File: config.mk
export PLATFORM = sky130hd
export DESIGN_NAME = sound_log_command_sequencer
export DESIGN_NICKNAME = d
export VERILOG_FILES = /design/src/sls_pkg.sv /design/src/sls_cfg.sv /design/src/sls_in_reg.sv /design/src/sls_engine.sv /design/src/sls_out_reg.sv /design/src/sound_log_command_sequencer.sv
export VERILOG_INCLUDE_DIRS = /design/src /design/src/src
export SDC_FILE = /design/constraint.sdc
export NUM_CORES = 1
export LEC_CHECK = 0
export ABC_CLOCK_PERIOD_IN_PS = 8100
export BUFFER_PORTS_ARGS = -buffer_cell sky130_fd_sc_hd__buf_4
export CAP_MARGIN = 10
export CORE_ASPECT_RATIO = 0.6
export CORE_MARGIN = 5
export CORE_UTILIZATION = 62
export CTS_CLUSTER_DIAMETER = 200
export CTS_CLUSTER_SIZE = 24
export DETAILED_ROUTE_END_ITERATION = 8
export GPL_ROUTABILITY_DRIVEN = 0
export PLACE_DENSITY = 0.81
export SLEW_MARGIN = 5
export SYNTH_ARGS = -nofsm -noshare
export SYNTH_HDL_FRONTEND = slang
export SYNTH_SLANG_ARGS = --single-unit
File: constraint.sdc
create_clock -name clk_i -period 8.1 [get_ports clk_i]
set_input_delay 0.405 -clock clk_i [delete_from_list [all_inputs] [get_ports clk_i]]
set_output_delay 0.405 -clock clk_i [all_outputs]
set_load 0.01 [all_outputs]
File: src/assert_macros.svh
// Assertion macros shared by the sequencer modules.
`ifndef ASSERT_MACROS_SVH
`define ASSERT_MACROS_SVH

// A condition that must hold at every clock edge outside reset.
`define ASSERT_ALWAYS(name, clk, rstn, cond) \
  name: assert property (@(posedge clk) disable iff (!(rstn)) (cond)) \
    else $error("invariant violated");

// A condition that must hold in the same cycle as its trigger.
`define ASSERT_SAME(name, clk, rstn, ante, cons) \
  name: assert property (@(posedge clk) disable iff (!(rstn)) (ante) |-> (cons)) \
    else $error("same-cycle implication violated");

// A condition that must hold in the cycle after its trigger.
`define ASSERT_NEXT(name, clk, rstn, ante, cons) \
  name: assert property (@(posedge clk) disable iff (!(rstn)) (ante) |=> (cons)) \
    else $error("next-cycle implication violated");

`endif

File: src/sls_pkg.sv
package sls_pkg;

  localparam int unsigned StepW = 29;
  localparam int unsigned DevEnW = 16;
  localparam int unsigned CfgDataW = 29;
  localparam int unsigned CfgIndexW = 2;

  localparam logic [CfgIndexW-1:0] CfgSyncStep = 2'd0;
  localparam logic [CfgIndexW-1:0] CfgDevEnable = 2'd1;
  localparam logic [CfgIndexW-1:0] CfgLoopPresent = 2'd2;

  localparam logic [StepW-1:0] SyncStepReset = 29'd559240;
  localparam logic [DevEnW-1:0] DevEnableReset = 16'd1;

  localparam logic [1:0] ActCmd = 2'd0;
  localparam logic [1:0] ActTick = 2'd1;
  localparam logic [1:0] ActSeek = 2'd2;

  localparam logic [7:0] CmdWaitOne = 8'hff;
  localparam logic [7:0] CmdWaitN = 8'hfe;
  localparam logic [7:0] CmdLoop = 8'hfd;

  typedef enum logic [2:0] {
    EvNone  = 3'd0,
    EvWrite = 3'd1,
    EvLoop  = 3'd2,
    EvEnd   = 3'd3,
    EvSync  = 3'd4
  } event_e;

  typedef struct packed {
    logic [StepW-1:0]  sync_step;
    logic [DevEnW-1:0] device_enable;
    logic              loop_present;
  } cfg_t;

  typedef struct packed {
    event_e      event_res;
    logic [3:0]  device_index;
    logic [8:0]  reg_address;
    logic [7:0]  reg_value;
    logic        want_bytes;
    logic [31:0] sync_time;
  } result_t;

endpackage

File: src/sls_cfg.sv
module sls_cfg (
  input  logic                           clk_i,
  input  logic                           rst_ni,
  input  logic                           cfg_we_i,
  input  logic [sls_pkg::CfgIndexW-1:0]  cfg_index_i,
  input  logic [sls_pkg::CfgDataW-1:0]   cfg_data_i,
  output sls_pkg::cfg_t                  cfg_o
);

  sls_pkg::cfg_t cfg_q;
  sls_pkg::cfg_t cfg_d;

  always_comb begin
    cfg_d = cfg_q;
    if (cfg_we_i) begin
      case (cfg_index_i)
        sls_pkg::CfgSyncStep: begin
          cfg_d.sync_step = cfg_data_i[sls_pkg::StepW-1:0];
        end
        sls_pkg::CfgDevEnable: begin
          cfg_d.device_enable = cfg_data_i[sls_pkg::DevEnW-1:0];
        end
        sls_pkg::CfgLoopPresent: begin
          cfg_d.loop_present = cfg_data_i[0];
        end
        default: begin
          cfg_d = cfg_q;
        end
      endcase
    end
  end

  always_ff @(posedge clk_i or negedge rst_ni) begin
    if (!rst_ni) begin
      cfg_q.sync_step <= sls_pkg::SyncStepReset;
      cfg_q.device_enable <= sls_pkg::DevEnableReset;
      cfg_q.loop_present <= 1'b0;
    end else begin
      cfg_q <= cfg_d;
    end
  end

  assign cfg_o = cfg_q;

endmodule

File: src/sls_in_reg.sv
module sls_in_reg (
  input  logic       clk_i,
  input  logic       rst_ni,
  input  logic       in_valid_i,
  output logic       in_stall_o,
  input  logic [1:0] action_i,
  input  logic [7:0] cmd_byte_i,
  input  logic       out_free_i,
  output logic       fire_o,
  output logic [1:0] action_o,
  output logic [7:0] cmd_byte_o
);

  logic       valid_q;
  logic       valid_d;
  logic [1:0] action_q;
  logic [7:0] cmd_byte_q;
  logic       load;

  assign in_stall_o = valid_q && !out_free_i;
  assign fire_o = valid_q && out_free_i;
  assign load = in_valid_i && !in_stall_o;

  always_comb begin
    valid_d = valid_q;
    if (load) begin
      valid_d = 1'b1;
    end else if (fire_o) begin
      valid_d = 1'b0;
    end
  end

  always_ff @(posedge clk_i or negedge rst_ni) begin
    if (!rst_ni) begin
      valid_q <= 1'b0;
    end else begin
      valid_q <= valid_d;
    end
  end

  always_ff @(posedge clk_i) begin
    if (load) begin
      action_q <= action_i;
      cmd_byte_q <= cmd_byte_i;
    end
  end

  assign action_o = action_q;
  assign cmd_byte_o = cmd_byte_q;

endmodule

File: src/sls_engine.sv
`include "assert_macros.svh"

module sls_engine #(
  parameter int unsigned MAX_DEVICES = 16,
  parameter int unsigned PHASE_BITS = 28
) (
  input  logic             clk_i,
  input  logic             rst_ni,
  input  logic             fire_i,
  input  logic [1:0]       action_i,
  input  logic [7:0]       cmd_byte_i,
  input  sls_pkg::cfg_t    cfg_i,
  output sls_pkg::result_t res_o
);

  localparam logic [1:0] PhOpcode = 2'd0;
  localparam logic [1:0] PhReg = 2'd1;
  localparam logic [1:0] PhValue = 2'd2;
  localparam logic [1:0] PhVarint = 2'd3;
  localparam logic [2:0] VarintDigits = 3'd4;
  localparam int unsigned CmpW =
    (PHASE_BITS + 1 > sls_pkg::StepW) ? PHASE_BITS + 1 : sls_pkg::StepW;

  logic [1:0]            phase_q, phase_d;
  logic [6:0]            opcode_q, opcode_d;
  logic [7:0]            reg_q, reg_d;
  logic [27:0]           varint_q, varint_d;
  logic [2:0]            digits_q, digits_d;
  logic [31:0]           wait_q, wait_d;
  logic [PHASE_BITS-1:0] sample_q, sample_d;
  logic [31:0]           elapsed_q, elapsed_d;
  logic                  ended_q, ended_d;

  logic [27:0]           varint_part;
  logic [27:0]           varint_eff;
  logic [28:0]           wait_add;
  logic [32:0]           wait_sum;
  logic [31:0]           wait_sat;
  logic [31:0]           wait_dec;
  logic [31:0]           elapsed_inc;
  logic [CmpW-1:0]       step_ext;
  logic [CmpW-1:0]       limit;
  logic [CmpW-1:0]       step_clamp;
  logic [PHASE_BITS:0]   phase_sum;
  logic [5:0]            dev;
  logic                  dev_ok;
  sls_pkg::result_t      res;

  always_comb begin
    varint_part = '0;
    case (digits_q)
      3'd0: varint_part[6:0] = cmd_byte_i[6:0];
      3'd1: varint_part[13:7] = cmd_byte_i[6:0];
      3'd2: varint_part[20:14] = cmd_byte_i[6:0];
      3'd3: varint_part[27:21] = cmd_byte_i[6:0];
      default: varint_part = '0;
    endcase
  end

  assign varint_eff = varint_q | varint_part;
  assign wait_add = (phase_q == PhOpcode) ? 29'd1 : ({1'b0, varint_eff} + 29'd2);
  assign wait_sum = {1'b0, wait_q} + {4'b0, wait_add};
  assign wait_sat = wait_sum[32] ? 32'hffff_ffff : wait_sum[31:0];
  assign wait_dec = (wait_q != 32'd0) ? wait_q - 32'd1 : wait_q;
  assign elapsed_inc = (elapsed_q != 32'hffff_ffff) ? elapsed_q + 32'd1 : elapsed_q;

  assign step_ext = CmpW'(cfg_i.sync_step);
  assign limit = CmpW'(1) << PHASE_BITS;
  assign step_clamp = (step_ext > limit) ? limit : step_ext;
  assign phase_sum = {1'b0, sample_q} + step_clamp[PHASE_BITS:0];

  assign dev = opcode_q[6:1];
  assign dev_ok = (dev < 6'(MAX_DEVICES)) && (dev[5:4] == 2'b00)
                  && cfg_i.device_enable[dev[3:0]];

  always_comb begin
    phase_d = phase_q;
    opcode_d = opcode_q;
    reg_d = reg_q;
    varint_d = varint_q;
    digits_d = digits_q;
    wait_d = wait_q;
    sample_d = sample_q;
    elapsed_d = elapsed_q;
    ended_d = ended_q;
    res = '0;
    res.event_res = sls_pkg::EvNone;
    case (action_i)
      sls_pkg::ActCmd: begin
        if (!ended_q) begin
          case (phase_q)
            PhOpcode: begin
              if (!cmd_byte_i[7]) begin
                opcode_d = cmd_byte_i[6:0];
                phase_d = PhReg;
              end else if (cmd_byte_i == sls_pkg::CmdWaitOne) begin
                wait_d = wait_sat;
              end else if (cmd_byte_i == sls_pkg::CmdWaitN) begin
                varint_d = '0;
                digits_d = '0;
                phase_d = PhVarint;
              end else if (cmd_byte_i == sls_pkg::CmdLoop && cfg_i.loop_present) begin
                res.event_res = sls_pkg::EvLoop;
              end else begin
                ended_d = 1'b1;
                wait_d = '0;
                res.event_res = sls_pkg::EvEnd;
              end
            end
            PhReg: begin
              reg_d = cmd_byte_i;
              phase_d = PhValue;
            end
            PhValue: begin
              if (dev_ok) begin
                res.event_res = sls_pkg::EvWrite;
                res.device_index = dev[3:0];
                res.reg_address = {opcode_q[0], reg_q};
                res.reg_value = cmd_byte_i;
              end
              phase_d = PhOpcode;
            end
            default: begin
              if (digits_q < VarintDigits) begin
                varint_d = varint_eff;
                digits_d = digits_q + 3'd1;
              end
              if (!cmd_byte_i[7]) begin
                wait_d = wait_sat;
                phase_d = PhOpcode;
              end
            end
          endcase
        end
      end
      sls_pkg::ActTick: begin
        if (wait_q != 32'd0) begin
          sample_d = phase_sum[PHASE_BITS-1:0];
          if (phase_sum[PHASE_BITS]) begin
            wait_d = wait_dec;
            elapsed_d = elapsed_inc;
            res.event_res = sls_pkg::EvSync;
          end
        end
      end
      sls_pkg::ActSeek: begin
        elapsed_d = elapsed_inc;
        wait_d = wait_dec;
        res.event_res = sls_pkg::EvSync;
      end
      default: begin
        res.event_res = sls_pkg::EvNone;
      end
    endcase
    res.want_bytes = (wait_d == 32'd0) && !ended_d;
    res.sync_time = elapsed_d;
  end

  always_ff @(posedge clk_i or negedge rst_ni) begin
    if (!rst_ni) begin
      phase_q <= PhOpcode;
      opcode_q <= '0;
      reg_q <= '0;
      varint_q <= '0;
      digits_q <= '0;
      wait_q <= '0;
      sample_q <= '0;
      elapsed_q <= '0;
      ended_q <= 1'b0;
    end else if (fire_i) begin
      phase_q <= phase_d;
      opcode_q <= opcode_d;
      reg_q <= reg_d;
      varint_q <= varint_d;
      digits_q <= digits_d;
      wait_q <= wait_d;
      sample_q <= sample_d;
      elapsed_q <= elapsed_d;
      ended_q <= ended_d;
    end
  end

  assign res_o = res;

  `ASSERT_SAME(a_ended_no_wait, clk_i, rst_ni, ended_q, wait_q == 32'd0)
  `ASSERT_SAME(a_ended_at_opcode, clk_i, rst_ni, ended_q, phase_q == PhOpcode)
  `ASSERT_NEXT(a_ended_sticky, clk_i, rst_ni, ended_q, ended_q)
  `ASSERT_ALWAYS(a_digits_range, clk_i, rst_ni, digits_q <= VarintDigits)

endmodule

File: src/sls_out_reg.sv
module sls_out_reg (
  input  logic             clk_i,
  input  logic             rst_ni,
  input  logic             fire_i,
  input  sls_pkg::result_t res_i,
  input  logic             out_stall_i,
  output logic             out_free_o,
  output logic             out_valid_o,
  output sls_pkg::result_t res_o
);

  logic             valid_q;
  logic             valid_d;
  sls_pkg::result_t res_q;

  assign out_free_o = !valid_q || !out_stall_i;

  always_comb begin
    valid_d = valid_q;
    if (fire_i) begin
      valid_d = 1'b1;
    end else if (!out_stall_i) begin
      valid_d = 1'b0;
    end
  end

  always_ff @(posedge clk_i or negedge rst_ni) begin
    if (!rst_ni) begin
      valid_q <= 1'b0;
    end else begin
      valid_q <= valid_d;
    end
  end

  always_ff @(posedge clk_i) begin
    if (fire_i) begin
      res_q <= res_i;
    end
  end

  assign out_valid_o = valid_q;
  assign res_o = res_q;

endmodule

File: src/sound_log_command_sequencer.sv
// Channel   Direction  Handshake              Payload
// input     in         in_valid_i/in_stall_o  action_i, cmd_byte_i
// result    out        out_valid_o/out_stall_i event_res_o .. sync_time_o
// config    in         cfg_we_i               cfg_index_i, cfg_data_i
//
// Each request yields one result, passed through the input and then the result register.
// A new request is taken every cycle unless a stalled result holds it; the rate is set
// by the single input register and result register around the parse and phase logic.
// Reset clears all sequencer state and loads the register defaults.
// A stalled result holds the result register, which then holds the input register.
`include "assert_macros.svh"

module sound_log_command_sequencer #(
  parameter int unsigned MAX_DEVICES = 16,
  parameter int unsigned PHASE_BITS = 28
) (
  input  logic                          clk_i,
  input  logic                          rst_ni,
  input  logic                          in_valid_i,
  output logic                          in_stall_o,
  input  logic [1:0]                    action_i,
  input  logic [7:0]                    cmd_byte_i,
  output logic                          out_valid_o,
  input  logic                          out_stall_i,
  output logic [2:0]                    event_res_o,
  output logic [3:0]                    device_index_o,
  output logic [8:0]                    reg_address_o,
  output logic [7:0]                    reg_value_o,
  output logic                          want_bytes_o,
  output logic [31:0]                   sync_time_o,
  input  logic                          cfg_we_i,
  input  logic [sls_pkg::CfgIndexW-1:0] cfg_index_i,
  input  logic [sls_pkg::CfgDataW-1:0]  cfg_data_i
);

  sls_pkg::cfg_t    cfg;
  sls_pkg::result_t res_comb;
  sls_pkg::result_t res_out;
  logic             fire;
  logic             out_free;
  logic [1:0]       action_r;
  logic [7:0]       cmd_byte_r;

  sls_cfg u_cfg (
    .clk_i       (clk_i),
    .rst_ni      (rst_ni),
    .cfg_we_i    (cfg_we_i),
    .cfg_index_i (cfg_index_i),
    .cfg_data_i  (cfg_data_i),
    .cfg_o       (cfg)
  );

  sls_in_reg u_in_reg (
    .clk_i      (clk_i),
    .rst_ni     (rst_ni),
    .in_valid_i (in_valid_i),
    .in_stall_o (in_stall_o),
    .action_i   (action_i),
    .cmd_byte_i (cmd_byte_i),
    .out_free_i (out_free),
    .fire_o     (fire),
    .action_o   (action_r),
    .cmd_byte_o (cmd_byte_r)
  );

  sls_engine #(
    .MAX_DEVICES (MAX_DEVICES),
    .PHASE_BITS  (PHASE_BITS)
  ) u_engine (
    .clk_i      (clk_i),
    .rst_ni     (rst_ni),
    .fire_i     (fire),
    .action_i   (action_r),
    .cmd_byte_i (cmd_byte_r),
    .cfg_i      (cfg),
    .res_o      (res_comb)
  );

  sls_out_reg u_out_reg (
    .clk_i       (clk_i),
    .rst_ni      (rst_ni),
    .fire_i      (fire),
    .res_i       (res_comb),
    .out_stall_i (out_stall_i),
    .out_free_o  (out_free),
    .out_valid_o (out_valid_o),
    .res_o       (res_out)
  );

  assign event_res_o = res_out.event_res;
  assign device_index_o = res_out.device_index;
  assign reg_address_o = res_out.reg_address;
  assign reg_value_o = res_out.reg_value;
  assign want_bytes_o = res_out.want_bytes;
  assign sync_time_o = res_out.sync_time;

  `ASSERT_SAME(a_stall_only_when_full, clk_i, rst_ni, in_stall_o, out_valid_o && out_stall_i)

endmodule

==> impl_metrics.ini <==
[sta]
finalCritPeriodShare = 0.932
setup_tns_ps = 0
fmax_mhz = 133
worst_pin_slew_ps = 967
finalWorstPathRequiredPeriod_ps = 7550
rsz0062_at_grt = false
final.setup.worst_slack_ps = 553
skew_ps = 37.2
slew_viol_final = 0
hold_viol_final = 0
relSlewSlack = 0.355
setup-violations-final = 0

[routing]
drcViolationCount = 0
wirelength_um = 44900
wl_per_cell_um = 20.4
antenna_left = 0
vias = 14300
drt-initial-drc-count = 1842
first_pass_iters = 7
viasPerCell = 6.49

[grt]
antenna_found_initial = 1
grt_max_degree = 79
grt_pass1_wl_um = 71900
grtUsageTotal = 0.300
grt_pass1_vias = 13500
gr-total-overflow = 0

[clock_tree]
clk_pin_slew_ps = 120
cts_buffers = 14
post_cts_buffers = 0
htree_levels = 1
cts_tree = done
root_buffer = clkbuf_16
numClockSinks = 256
cts_buffer_depth = 3
clk_latency_ps = 520

[synthesis]
synth_flop_cell = dfrtp_1
syn_inst = 1778
synthTopCellsByArea = dfrtp_1, edfxtp_1, nand2_1
synth_mux_area_frac = 0.0587
yosysTopAreaCell = dfrtp_1
syn_nets = 1900
synth.avg_cell_area_um2 = 9.01
synth_edf_count = 67
post_synth_fa_ha_maj_area_fraction = 0.0603
synth-simple-area-share = 0.209
synth_cell_type_count = 79
yosysSeqAreaShare = 0.421
synth_top_area_share = 0.286
synth_xor_area_frac = 0.0405
synthArstFlopShare = 0.738
synth_top_family_by_area = simple AND/OR/NAND/NOR gates
synth_compound_area_frac = 0.180
netlist_area_um2 = 16000
ys_warn_count = 0
synth-seq-cells = 256

[finish]
final_cells = 2201
area_delta_synth_final_pct = 9.29
layout_commonest_cell = nand2_1
final_nets = 1963
drive_gt1_frac = 0.141
mostFrequentLayoutCells = nand2_1, dfrtp_1, o21ai_0
final_area_um2 = 17500
n_antenna_cell = 0

[setup_path]
critPathMaxFanout = 7
path_cells = inv_1, ha_1, nor2b_1, a21oi_1, or3_1, or3_1, nor2_1, inv_1, or4_1, nor4_1, xor2_1, nor2_1, ha_1, and4_1, or4b_1, o21bai_2, a21oi_1, o31a_1, or4_1, a22o_1, nor4_1, nand4_1, nor4_1, and4_1
crit_top_cell = nor4_1
required_ps = 8480
endpoint_kind = register
start_kind = register
critical_path.max_stage_delay_ps = 620
arrival_ps = 7920
crit_buf_inv = 2
path_delay_family = simple AND/OR/NAND/NOR gates
path_class = reg2reg
crit_slowest_cell = or4_1

[power]
p_total_uw = 5310
leakagePower_uw = 0.00765
vdd_ir_drop_max_v = 0.000132
power_per_cell_area_nw_per_um2 = 303

[die]
die_w_um = 218
num_rows = 45
coreArea_um2 = 25400
start_util = 0.631
num_io_pins = 105
fp.dieH_um = 135
die-area_um2 = 29300

[status]
outcome = finished clean

[placement]
io_buffers = 104
place_area_um2 = 17100
detailed_place_hpwl_um = 32800
post-place-ws_ps = 673
dp_cells = 2176

[job]
maxCapViolations = 0

[min_path]
holdCritPathClass = in2reg
-- final timing paths --
path	startpoint	to	slack, ps	cells past startpoint
setup / recovery	u_engine.digits_q[1]$_DFFE_PN0P_	u_out_reg.res_o[32]$_DFFE_PP_	550	24
max in group asynchronous	rst_ni	u_engine.elapsed_q[18]$_DFFE_PN0P_	5700	4
setup reg to reg	u_engine.digits_q[1]$_DFFE_PN0P_	u_out_reg.res_o[32]$_DFFE_PP_	550	24
min in group asynchronous	rst_ni	u_engine.varint_q[26]$_DFFE_PN0P_	470	2
hold reg to reg	u_engine.varint_q[24]$_DFFE_PN0P_	u_engine.varint_q[24]$_DFFE_PN0P_	490	2
hold / removal	cmd_byte_i[4]	u_in_reg.cmd_byte_o[4]$_DFFE_PP_	80	1
-- Yosys cell counts, drive strengths merged (6+ instances only) --
master and number:
o21a 10, ha 74, o211ai 22, nand4 17, dfstp 6, nand3 42, or4 10, a21o 17
and3 20, inv 41, nor3 34, xnor2 40, buf 14, mux2 70, o21ai 157, xor2 34
o21bai 10, clkbuf 65, nor2b 13, a21oi 144, or3 13, o31ai 30, a211oi 9, or2 14
a22o 7, nor4 25, a211o 6, nor2 139, a31oi 9, edfxtp 67, dfrtp 183, nand2 270
nand2b 23, o311ai 6, and2 59, nor3b 8
-- sequential cells by signal (all words and copies together), names as in the netlist, 8 cells and up --
register and flops:
u_cfg.cfg_o 46, u_engine.elapsed_q 32, u_engine.reg_q 8, u_engine.sample_q 28, u_engine.varint_q 28, u_engine.wait_q 32, u_in_reg.cmd_byte_o 8, u_out_reg.res_o 57
-- metal layers --
metal,wire (um),part of all wire,track usage
met4,856,0.019,0.0526
met5,13,0.00029,0
met3,5410,0.12,0.0820
met2,19000,0.42,0.445
met1,19600,0.44,0.451
-- cells by family (layout without fill, tap and decap cells) --
logic type,count (synthesis),count (layout)
buffers and inverters,120,191
AND/OR/NAND/NOR,699,699
XOR/XNOR,74,74
adder cells (fa/ha/maj),76,76
multiplexers,79,79
flip-flops,256,256
AO/OA/AOI/OAI,474,474
-- where the power goes --
part / leakage, uW / internal, uW / switching, uW
Clock: 0.000199 / 351 / 435
Combinational: 0.00433 / 1000 / 1610
Sequential: 0.00312 / 1600 / 315
Total: 0.00765 / 2960 / 2360
-- final cells by class --
cell class | count | area (um2)
repair buffers | 126 | 955
well taps | 352 | 440
inverters | 41 | 156
multi-input cells | 1402 | 8790
fillers | 1972 | 7880
flip-flops and latches | 256 | 6750
clock buffers | 23 | 405
clock inverters | 1 | 8.76
-- through the flow --
step / hold WS [ps] / util
finish: 78.6 / 0.690
CTS: 71.7 / 0.689
global route: 61.2 / 0.690
global placement: 460 / 0.673
floorplan: 109 / -
detailed placement: 468 / 0.673
-- timing repair --
item                                   CTS  global route
setup endpoints to repair                0             1
hold buffers                             1             0
resized for setup                        0             1
endpoints found under the hold margin   77             0
Power figures use the tool's default switching activity.
